==> src/rtl/core/tlbpc_pkg.sv <==
// ----------------------------------------------------------------------------
// tlbpc_pkg
// Shared types and constants for the TLB with per-process counters.
// ----------------------------------------------------------------------------
package tlbpc_pkg;

  localparam int ENTRIES_DEF    = 16;
  localparam int PROCESSES_DEF  = 256;
  localparam int PAGE_BITS_DEF  = 20;
  localparam int FRAME_BITS_DEF = 16;

  localparam int PID_W   = 8;
  localparam int CNT_W   = 32;
  localparam int STAMP_W = 32;
  localparam int OUT_PAGE_W  = 20;
  localparam int OUT_FRAME_W = 16;

  typedef enum logic [1:0] {
    KIND_LOOKUP = 2'd0,
    KIND_INSERT = 2'd1,
    KIND_FLUSH  = 2'd2,
    KIND_NONE   = 2'd3
  } kind_t;

  typedef enum logic [0:0] {
    REG_POLICY = 1'b0,
    REG_ACTIVE = 1'b1
  } reg_idx_t;

  localparam logic POLICY_LRU  = 1'b0;
  localparam logic POLICY_FIFO = 1'b1;

endpackage

==> src/rtl/core/tlbpc_front.sv <==
// ----------------------------------------------------------------------------
// tlbpc_front
// Input stage: takes items and queues them for the back end.
// Two-entry queue decouples input from the execution engine.
// ----------------------------------------------------------------------------
module tlbpc_front #(
  parameter int PAGE_BITS  = tlbpc_pkg::PAGE_BITS_DEF,
  parameter int FRAME_BITS = tlbpc_pkg::FRAME_BITS_DEF
) (
  input  logic                        clk,
  input  logic                        rst,
  input  logic                        push,
  output logic                        full,
  input  logic [1:0]                  kind,
  input  logic [tlbpc_pkg::PID_W-1:0] process_id,
  input  logic [PAGE_BITS-1:0]        page_number,
  input  logic [FRAME_BITS-1:0]       frame_number,
  output logic                        q_valid,
  input  logic                        q_take,
  output logic [1:0]                  q_kind,
  output logic [tlbpc_pkg::PID_W-1:0] q_pid,
  output logic [PAGE_BITS-1:0]        q_page,
  output logic [FRAME_BITS-1:0]       q_frame
);
  import tlbpc_pkg::*;

  localparam int QW = 2 + PID_W + PAGE_BITS + FRAME_BITS;

  logic [QW-1:0] mem [2];
  logic          wp, rp;
  logic [1:0]    cnt;
  logic          do_push, do_pop;

  assign full    = (cnt == 2'd2);
  assign q_valid = (cnt != 2'd0);
  assign do_push = push && !full;
  assign do_pop  = q_take && q_valid;

  always_ff @(posedge clk) begin
    if (do_push) begin
      mem[wp] <= {kind, process_id, page_number, frame_number};
    end
  end

  always_ff @(posedge clk) begin
    if (rst) begin
      wp  <= 1'b0;
      rp  <= 1'b0;
      cnt <= 2'd0;
    end else begin
      if (do_push) wp <= !wp;
      if (do_pop)  rp <= !rp;
      cnt <= cnt + {1'b0, do_push} - {1'b0, do_pop};
    end
  end

  assign {q_kind, q_pid, q_page, q_frame} = mem[rp];

endmodule

==> config.mk <==
export PLATFORM = sky130hd
export DESIGN_NAME = tlbpc_front
export DESIGN_NICKNAME = d
export VERILOG_FILES = /design/src/rtl/core/tlbpc_pkg.sv /design/src/rtl/core/tlbpc_front.sv
export SDC_FILE = /design/constraint.sdc
export NUM_CORES = 1
export LEC_CHECK = 0
export BUFFER_PORTS_ARGS = -buffer_cell sky130_fd_sc_hd__buf_2
export CAP_MARGIN = 20
export CORE_MARGIN = 3
export CORE_UTILIZATION = 40
export DETAILED_ROUTE_END_ITERATION = 12
export GPL_TIMING_DRIVEN = 0
export PLACE_DENSITY = 0.62
export SETUP_SLACK_MARGIN = 0.1
export SYNTH_ARGS = -nofsm -noshare
export SYNTH_HDL_FRONTEND = slang
export SYNTH_SLANG_ARGS = --single-unit
export TNS_END_PERCENT = 1
==> constraint.sdc <==
create_clock -name clk -period 2.47 [get_ports clk]
set_input_delay 0.247 -clock clk [delete_from_list [all_inputs] [get_ports clk]]
set_output_delay 0.247 -clock clk [all_outputs]
set_load 0.02 [all_outputs]
Word level (Yosys, flattened, before mapping)

Memory sizes are Yosys's and may differ from the RTL's. A register that Yosys moved wholly into a read port is not among the register bits.
Cells that the tools add are included.

Word-level logic and storage cells: 17
Output and inout bits: 48
Input port bits: 50
RAM bits: 92
Register bits after elaboration: 4
Memories kept: 1

Muxes and demuxes: 4
Equality and inequality tests: 1
Reductions and logical operators: 6
Add/sub/neg operators: 2

Memory list:

| name | depth | width | rd ports | clocked after Yosys merged registers in | wr ports | line              | source |
|---|---|---|---|---|---|---|---|
| mem  | 2     | 46    | 1        | 1                                       | 1        | tlbpc_front.sv:29 | `logic [QW-1:0] mem [2];` |

Operators with widths:

| operator             | count |
|---|---|
| $mux W1              | 4 |
| $logic_not A1 Y1     | 3 |
| $add A2 B1 Y2        | 1 |
| $eq A2 B2 Y1 const B | 1 |
| $logic_and A1 B1 Y1  | 2 |
| $reduce_bool A2 Y1   | 1 |
| $sub A2 B1 Y2        | 1 |

Depth between registers and ports, before layout

Gate-level depths: netlist (run 1).

Depth in word-level cells: 5
Gate-level depth with buffers: 8
Mapped depth without buffers: 8

Worst setup path before layout (run 1)

OpenSTA, ideal clock, no wires.

Kind: register to register
Start: register cnt[0]
End: memory mem[0][0] in the netlist's numbering (enable)
Data required time: 2070 ps
Setup slack: 286 ps
Library setup time: 400 ps
Buffers on the path: 0
Clock period less this slack: 2184 ps
Arrival: 1783 ps
Stages on the path, launching flop included: 5
Cells stage by stage: dfxtp_1 nand2b_2 inv_2 or3_1 inv_1

Cells in the longest elaborated chain, start to end: 5

Ends and longest elaborated chain:

| what                          | line              | source |
|---|---|---|
| start: declaration            | tlbpc_front.sv:31 | `logic [1:0] cnt;` |
| start signal: assignment      | tlbpc_front.sv:53 | `cnt <= cnt + {1'b0, do_push} - {1'b0, do_pop};` |
| $eq A2 B2 Y1                  | tlbpc_front.sv:34 | `assign full = (cnt == 2'd2);` |
| net full                      | tlbpc_front.sv:13 | `output logic full,` |
| $logic_not A1 Y1              | tlbpc_front.sv:36 | `assign do_push = push && !full;` |
| $logic_and A1 B1 Y1           | tlbpc_front.sv:36 |  |
| $mux W1                       | tlbpc_front.sv:40 | `if (do_push) begin` |
| $mux W1 (implied by the code) | tlbpc_front.sv:41 | `mem[wp] <= {kind, process_id, page_number, frame_number};` |
| end: declaration              | tlbpc_front.sv:29 |  |

The timed path passes the listed nets, and every way through them passes these cells.

==> impl_metrics.toml, run 1 <==
[sta]
hold_viol = 0
slew_violations = 0
setup_viol = 0
finClkSkew_ns = 0.00734
clock.fmax_mhz = 527
max_slew_margin = 0.612
setup_tns_ns = 0
worst_pin_slew_ns = 0.582
fin_hold_ws_ns = 0.0805
layout_min_cycle_time_ns = 1.90
finalCritPeriodShare = 0.768
rsz0062_at_grt = "no"

[synthesis]
synth.cell_area_um2 = 3550
synth_top_area_cell = "edfxtp_1"
ys_async_sr_fraction = 0
synth-edff-count = 92
syn_nets = 221
yosysMostFrequentCell = "edfxtp_1"
synthTopCellsByArea = "edfxtp_1 78%, mux2_2 15%, dfxtp_1 2.8%"
yosysSeqAreaShare = 0.806
synth_top_area_frac = 0.778
yosys.cell_types.count = 20
yosys_warnings = 0
syn_area_per_cell_um2 = 21.0
synth_seq_cells = 97
ys.flop_type = "edfxtp_1"
syn_inst = 169
synthTopCellsByCount = "92 x edfxtp_1, 46 x mux2_2, 5 x dfxtp_1"

[power]
finalPower_w = 0.00434
power_leakage_nw = 1.67
p_per_area_nw_per_um2 = 987
vdd_drop_max_uv = 489

[worst_setup_path]
end_kind = "output pin"
cp_slowest_cell = "mux2_2"
worstSetupPathType = "reg -> out"
crit_chain = "buf_2 -> buf_4 -> mux2_2 -> buf_2"
cp_top_family = "buffers and inverters"
path_common_cell = "buf_2"
required_ns = 2.22
crit_buf_inv = 3
critPathMaxFanout = 10
critPathMaxStageDelay_ns = 0.36
worstPathArrival_ns = 1.65
cp-start-kind = "flip-flop"

[clock_network]
htreeDepth = 3
ctsResizeCount = 0
clockRootBuffer = "clkbuf_8"
ctsHoldBuffers = 0
clk_latency_ns = 0.35
cts_setup_buffers = 0
clk_pin_slew_ns = 0.09
cts_tree = "built"
cts_sinks = 97
cts_buffers = 9
cts.path.max_buffers = 2

[routing]
drt_iter0_drc = 45
num_vias = 1834
routed_wl_mm = 6.25
drt_first_pass_iters = 4
drc = 0
drtAntennaViolNets = 0
vias_per_cell = 4.73
wl_per_cell_um = 16.1

[floorplanning]
core_um2 = 8420
initial_utilization = 0.421
ios = 98
die_w_um = 100
rows = 33
fp.dieArea_um2 = 10000
die_y_um = 100

[placed_design]
gp_congestion = 0.702
io_buffers = 97
place_hpwl_mm = 4.22

[cells_and_area]
regArea_um2 = 2860
layout-drive-gt1-share = 0.601
fill_cells = 709
syn_to_final_growth_pct = 23.9
multi_input_area_um2 = 637
nNetsFinal = 331
diodes = 0

[global_route]
track_usage = 0.126
grt_pass1_vias = 1930
grt_pass1_wl_mm = 9.50
antenna_found_initial = 0
grt_start_max_net_pins = 28
grt.overflow.total = 0

[run_status]
status = "complete, no violations"

[min_path]
hp-class = "in -> reg"

[flow_run]
max-cap-violations = 0
-- layout make-up --
type | instances | share of cell area
Buffer | 5 | 0.00797
Clock buffer | 9 | 0.0282
Clock inverter | 6 | 0.0154
Inverter | 4 | 0.00341
Multi-Input combinational cell | 63 | 0.145
Sequential cell | 97 | 0.651
Tap cell | 105 | 0.0299
Timing Repair Buffer | 99 | 0.119
-- placed cells by master, fill, tap and decap left out, types with 2 or more instances in the layout --
cell type,n
edfxtp_1,92
mux2_2,46
dfxtp_1,5
clkbuf_8,9
xnor2_1,2
clkinvlp_4,2
buf_4,4
inv_6,2
inv_2,2
nor2_1,3
buf_12,2
ha_1,2
buf_2,98
inv_1,2
-- path summary, 6_finish.rpt --
check | from | end | slack [ns] | depth (start not counted)
hold reg to reg | wp | wp | 0.50 | 2
setup reg to reg | cnt[0] | mem[0][36] | 0.59 | 5
hold / removal | page_number[5] | mem[0][21] | 0.08 | 1
setup / recovery | flip-flop | q_page[15] | 0.57 | 4
-- routing by layer --
| metal | global-route usage | vias to the layer above | routed length [um] | part of all wire |
|---|---|---|---|---|
| li1 | - | 872 | - | - |
| met1 | 0.157 | 895 | 2630 | 0.42 |
| met2 | 0.205 | 56 | 3140 | 0.50 |
| met3 | 0.0334 | 11 | 361 | 0.058 |
| met4 | 0.0560 | 0 | 110 | 0.018 |
| met5 | 0 | - | 0 | 0 |
-- registers in the layout, summed over array words and instances, names as in the netlist, named ones only --
name / flops
mem: 92
cnt: 2
rp: 1
wp: 1
-- stage by stage --
step | util | setup slack, ns | instances | area (um^2)
floorplan | - | 0.286 | 169 | 3550
global placement | 0.495 | -0.277 | 371 | 4170
detailed placement | 0.499 | 0.567 | 373 | 4210
CTS | 0.522 | 0.512 | 388 | 4400
global route | 0.522 | 0.469 | 388 | 4400
finish | 0.522 | 0.574 | 388 | 4400
-- logic make-up (layout without fill, tap and decap cells) --
| kind of cell | Yosys count | after routing | share of synthesized area |
|---|---|---|---|
| flip-flops | 97 | 97 | 0.806 |
| multiplexers | 46 | 46 | 0.146 |
| AND/OR/NAND/NOR | 9 | 9 | 0.0141 |
| buffers and inverters | 9 | 123 | 0.0141 |
| AO/OA/AOI/OAI | 3 | 3 | 0.00493 |
| XOR/XNOR | 3 | 3 | 0.00740 |
| adder cells (fa/ha/maj) | 2 | 2 | 0.00705 |
-- power breakdown --
| group | total, W | switching, W | leakage (nW) | internal (W) |
|---|---|---|---|---|
| combinational | 0.00126 | 0.000732 | 0.676 | 0.000523 |
| sequential | 0.00209 | 0.0000522 | 0.901 | 0.00204 |
| clock | 0.000996 | 0.000528 | 0.0921 | 0.000468 |
| total | 0.00434 | 0.00131 | 1.67 | 0.00303 |
Note: power is estimated with default switching activity, not from simulation.
==> inputs of run 2 (changes only) <==
PLACE_DENSITY = 0.64   (was 0.62)
clock period = 1.6 ns   (was 2.47 ns; I/O delays follow)
==> impl_metrics.toml, run 2 (synthesis results as in run 1) <==
[floorplanning]
ios = 98
fp.dieArea_um2 = 10000
core_um2 = 8420
die_y_um = 100
die_w_um = 100
initial_utilization = 0.421
rows = 33

[worst_setup_path]
required_ns = 1.44
critPathMaxStageDelay_ns = 0.35
r2r_end = "mem[0][22]"
cp_slowest_cell = "dfxtp_2"
rr_worst_depth = 4
worstSetupPathType = "reg -> out"
end_kind = "output pin"
crit_buf_inv = 3
critPathMaxFanout = 10
cp-start-kind = "flip-flop"
reg2reg_setup_slack_ns = 0.03
cp_top_family = "buffers and inverters"
worstPathArrival_ns = 1.48
crit_chain = "buf_12 -> buf_12 -> mux2_2 -> buf_2"
r2r-start = "cnt[0]"
path_common_cell = "buf_12"

[cells_and_area]
regArea_um2 = 2870
reg_top3 = "mem x92, cnt x2"
nNetsFinal = 381
diodes = 0
largest_reg_flops = 92
top_register = "mem"
multi_input_area_um2 = 696
fill_cells = 647
layout_common_cells = "92 x edfxtp_1, 76 x buf_2, 46 x dlygate4sd3_1, 34 x mux2_2, 18 x buf_6"
syn_to_final_growth_pct = 45.3
stdcell_count = 439
layout-drive-gt1-share = 0.530
final_common_cell = "edfxtp_1"

[clock_network]
cts_tree = "built"
cts_buffers = 9
clockRootBuffer = "clkbuf_8"
cts_sinks = 97
clk_latency_ns = 0.35
htreeDepth = 3
clk_pin_slew_ns = 0.09
cts.path.max_buffers = 2

[sta]
clock.fmax_mhz = 611
setup_slack_ns = -0.0357
finClkSkew_ns = 0.00809
hold_viol = 0
layout_min_cycle_time_ns = 1.64
rsz0062_at_grt = "yes"
worst_pin_slew_ns = 0.346
finalCritPeriodShare = 1.02
max_slew_margin = 0.769
slew_violations = 0
setup_viol = 30

[global_route]
grt.overflow.total = 0
track_usage = 0.145
grt_start_max_net_pins = 32
grt_pass1_vias = 2233
antenna_found_initial = 0
grt_pass1_wl_mm = 10.9

[placed_design]
placed_cells = 372
io_buffers = 97
gp_congestion = 0.684
place_hpwl_mm = 4.23

[routing]
drtAntennaViolNets = 0
drt_iter0_drc = 45
vias_per_cell = 4.65
drt_first_pass_iters = 4
num_vias = 2041
wl_per_cell_um = 16.2
drc = 0
routed_wl_mm = 7.10

[min_path]
hold_path_startpoint = "rst"
hold-path-endpoint = "cnt[1]"
hp-class = "in -> reg"
hold_depth = 2

[power]
power_leakage_nw = 1.97
finalPower_w = 0.00745
vdd_drop_max_uv = 641
p_per_area_nw_per_um2 = 1440

[flow_run]
max-cap-violations = 0

[run_status]
status = "finished with violations"
failed_checks = "negative setup slack"
==> run 2: cell count changes in the layout (fill, tap and decap cells not counted), moves of 3 or more <==
cell and delta:
buf_6 +18, dlygate4sd3_1 +46, dfxtp_1 -3, buf_2 -22, mux2_2 -12, buf_12 +4, mux2_4 +12, clkinvlp_4 +3
==> run 2: through the flow <==
step | area [um^2] | setup TNS, ns | worst slack (ns) | hold slack (ns) | utilization
6_report | 5160 | -0.674 | -0.0357 | 0.0209 | 0.612
5_1_grt | 5160 | -3.80 | -0.102 | 0.0300 | 0.612
4_1_cts | 5000 | -2.83 | -0.0878 | 0.00172 | 0.594
3_5_place_dp | 4200 | -25.43 | -0.555 | 0.352 | 0.499
3_3_place_gp | 4180 | -38.40 | -0.556 | 0.348 | 0.497
2_1_floorplan | 3570 | -5.58 | -0.121 | 0.224 | -
==> run 2: area by class of cell <==
type / count / share of cell area
Timing Repair Buffer: 146 / 0.213
Clock inverter: 7 / 0.0180
Buffer: 5 / 0.0194
Timing Repair inverter: 3 / 0.00437
Tap cell: 105 / 0.0255
Multi-Input combinational cell: 63 / 0.135
Inverter: 4 / 0.00412
Sequential cell: 97 / 0.556
Clock buffer: 9 / 0.0240
==> run 2: worst max path at each step <==
stage	from	cells after the start	slack (ns)	endpoint
floorplan	cnt[0]	4	-0.12	mem[0][0]
global placement	cnt[1]	4	-0.56	mem[0][27]
detailed placement	cnt[1]	4	-0.55	mem[0][10]
CTS	flip-flop	4	-0.09	q_page[0]
global route	flip-flop	4	-0.10	q_pid[4]
finish	flip-flop	4	-0.04	q_page[15]
==> run 2: what timing repair did <==
item | CTS | global route
setup endpoints to repair | 124 | 124
hold buffers | 46 | 0
hold endpoints to repair | 92 | 0
cloned | 3 | 0
pin swaps | 4 | 2
setup buffers | 2 | 0
resized for setup | 29 | 45
==> run 2: per-layer routing <==
metal,global-route usage,part of all wire,up-vias
met4,0.0632,0.014,0
met3,0.0320,0.051,10
met5,0,0,-
li1,-,-,978
met2,0.251,0.51,62
met1,0.173,0.42,991
==> run 2: power by group <==
part / switching (W) / leakage (nW) / internal, W / total, W
Sequential: 0.0000919 / 0.902 / 0.00316 / 0.00325
Combinational: 0.00127 / 0.965 / 0.00124 / 0.00250
Clock: 0.000818 / 0.105 / 0.000878 / 0.00170
==> inputs of run 3 (changes only) <==
ABC_AREA = 1   (was not set)
MAX_ROUTING_LAYER = met4   (was not set)
==> impl_metrics.toml, run 3 <==
[global_route]
grt.overflow.total = 0
grt_start_max_net_pins = 21
grt_pass1_vias = 2161
grt_pass1_wl_mm = 11.1
track_usage = 0.148
antenna_found_initial = 0

[worst_setup_path]
cp_top_family = "buffers and inverters"
end_kind = "output pin"
cp-start-kind = "flip-flop"
critPathMaxStageDelay_ns = 0.39
crit_chain = "buf_12 -> clkbuf_16 -> mux2_4 -> buf_2"
cp_slowest_cell = "dfxtp_4"
critPathMaxFanout = 5
worstSetupPathType = "reg -> out"
required_ns = 1.44
worstPathArrival_ns = 1.49
crit_buf_inv = 3

[flow_run]
max-cap-violations = 0

[run_status]
status = "finished with violations"
failed_checks = "negative setup slack"

[routing]
num_vias = 2178
drc = 0
drt_iter0_drc = 89
drt_first_pass_iters = 4
wl_per_cell_um = 17.1
vias_per_cell = 4.65
drtAntennaViolNets = 0
routed_wl_mm = 8.01

[floorplanning]
initial_utilization = 0.422
fp.dieArea_um2 = 10600
die_y_um = 103
rows = 34
core_um2 = 8930
die_w_um = 103
ios = 98

[sta]
rsz0062_at_grt = "yes"
clock.fmax_mhz = 607
setup_viol = 45
worst_pin_slew_ns = 0.531
layout_min_cycle_time_ns = 1.65
setup_tns_ns = -1.17
setup_slack_ns = -0.0468
finalCritPeriodShare = 1.03
finClkSkew_ns = 0.00670
slew_violations = 0
max_slew_margin = 0.645
hold_viol = 0

[cells_and_area]
top_register = "mem"
syn_to_final_growth_pct = 50.0
fill_cells = 657
diodes = 0
layout_common_cells = "92 x edfxtp_1, 53 x buf_2, 47 x dlygate4sd3_1, 44 x buf_6, 41 x mux2_4"
final_util = 0.633
multi_input_area_um2 = 827
layout-drive-gt1-share = 0.531
regArea_um2 = 2870
reg_top3 = "mem x92, cnt x2"
largest_reg_flops = 92
nNetsFinal = 408
final_common_cell = "edfxtp_1"

[power]
finalPower_w = 0.00817
pwr-share-clk = 0.188
p_int_w = 0.00572
vdd_drop_max_uv = 636
power_leakage_nw = 2.26
p_switching_w = 0.00246
power_frac_comb = 0.402
p_per_area_nw_per_um2 = 1450
netSwitchingFraction = 0.301
seqPwrFrac = 0.410

[synthesis]
yosys_warnings = 0
syn_area_per_cell_um2 = 20.8
synth_seq_cells = 97
synth_compound_area_frac = 0.00266
yosys.area_share.adder = 0.00664
synth_top_area_frac = 0.733
ys.flop_type = "edfxtp_1"
synth-xor-area-share = 0
synth_top_family_by_area = "multiplexers"
yosysMostFrequentCell = "edfxtp_1"
synthTopCellsByArea = "edfxtp_1 73%, mux2_4 16%, dfxtp_1 2.7%"
synth_top_area_cell = "edfxtp_1"
synth-edff-count = 92
synthTopCellsByCount = "92 x edfxtp_1, 40 x mux2_4, 9 x inv_1, 9 x nor2_1, 8 x nand2_1"
synth.cell_area_um2 = 3770
yosysSeqAreaShare = 0.759
yosys.cell_types.count = 12
synth_mux_area_frac = 0.177
syn_inst = 181
syn_nets = 233
synth_simple_gate_area_frac = 0.0209
ys_async_sr_fraction = 0

[clock_network]
htreeDepth = 3
cts_buffers = 9
cts_tree = "built"
cts_sinks = 97
cts.path.max_buffers = 2
clk_pin_slew_ns = 0.09
clockRootBuffer = "clkbuf_8"
clk_latency_ns = 0.35

[placed_design]
gp_congestion = 0.753
io_buffers = 97
post-place-ws_ns = -0.509
place_hpwl_mm = 4.25

[min_path]
hp-class = "in -> reg"
run 3: cells by family after synthesis:
kind of cell               Yosys count
and+or+nand+nor                     20
adders and majority gates            2
muxes                               46
DFF                                 97
AOI/OAI and AO/OA                    2
buffers and inverters               14
run 3: repair_timing:
action,4_1_cts,5_1_grt
hold buffers,46,1
endpoints found under the hold margin,91,2
gates cloned,5,5
setup buffers,8,1
resized for setup,38,65
pin swaps,2,0
endpoints found under the setup margin,138,92
run 3: worst register-to-register path, cell delays in order, from the launching register on:
cell and delay, ns:
dfxtp_2 0.35, inv_2 0.05, nand2_4 0.08, nand2_4 0.08, nor2_4 0.43, buf_16 0.24
run 3: metal layers:
| metal | GRT usage | vias to the layer above | share of wire |
|---|---|---|---|
| met4 | 0.0508 | 0 | 0.0072 |
| li1 | - | 1033 | - |
| met5 | - | - | 0 |
| met1 | 0.178 | 1061 | 0.42 |
| met3 | 0.0311 | 7 | 0.061 |
| met2 | 0.249 | 77 | 0.51 |
run 3: final cells by class:
type | count | area share
Timing Repair Buffer | 160 | 0.262
Inverter | 9 | 0.00664
Timing Repair inverter | 3 | 0.00398
Clock inverter | 6 | 0.0104
Sequential cell | 97 | 0.508
Buffer | 5 | 0.0177
Multi-Input combinational cell | 71 | 0.146
Clock buffer | 9 | 0.0219
Tap cell | 108 | 0.0239
run 3: path summary, 6_finish.rpt:
kind | from | end | slack [ns] | cells past startpoint
setup / recovery | flip-flop | q_frame[11] | -0.05 | 4
hold / removal | q_take | flip-flop | 0.11 | 4
setup reg to reg | cnt[0] | mem[0][10] | 0.08 | 5
hold reg to reg | rp | rp | 0.52 | 2
run 3: power by group through the flow:
stage	clock network, W	registers [W]	logic [W]
4_1_cts	0.00158	0.00334	0.00277
3_3_place_gp	0	0.00337	0.00228
6_report	0.00154	0.00335	0.00328
2_1_floorplan	0	0.00336	0.00171
3_5_place_dp	0	0.00339	0.00235
5_1_grt	0.00170	0.00338	0.00349
run 3: through the flow:
| step | hold slack, ns | std cells | cell area (um^2) |
|---|---|---|---|
| after global placement | 0.324 | 386 | 4410 |
| after floorplan | 0.224 | 181 | 3790 |
| after detailed placement | 0.331 | 387 | 4440 |
| after CTS | 0.00235 | 461 | 5310 |
| final | 0.106 | 468 | 5650 |
| after global routing | 0.132 | 468 | 5650 |
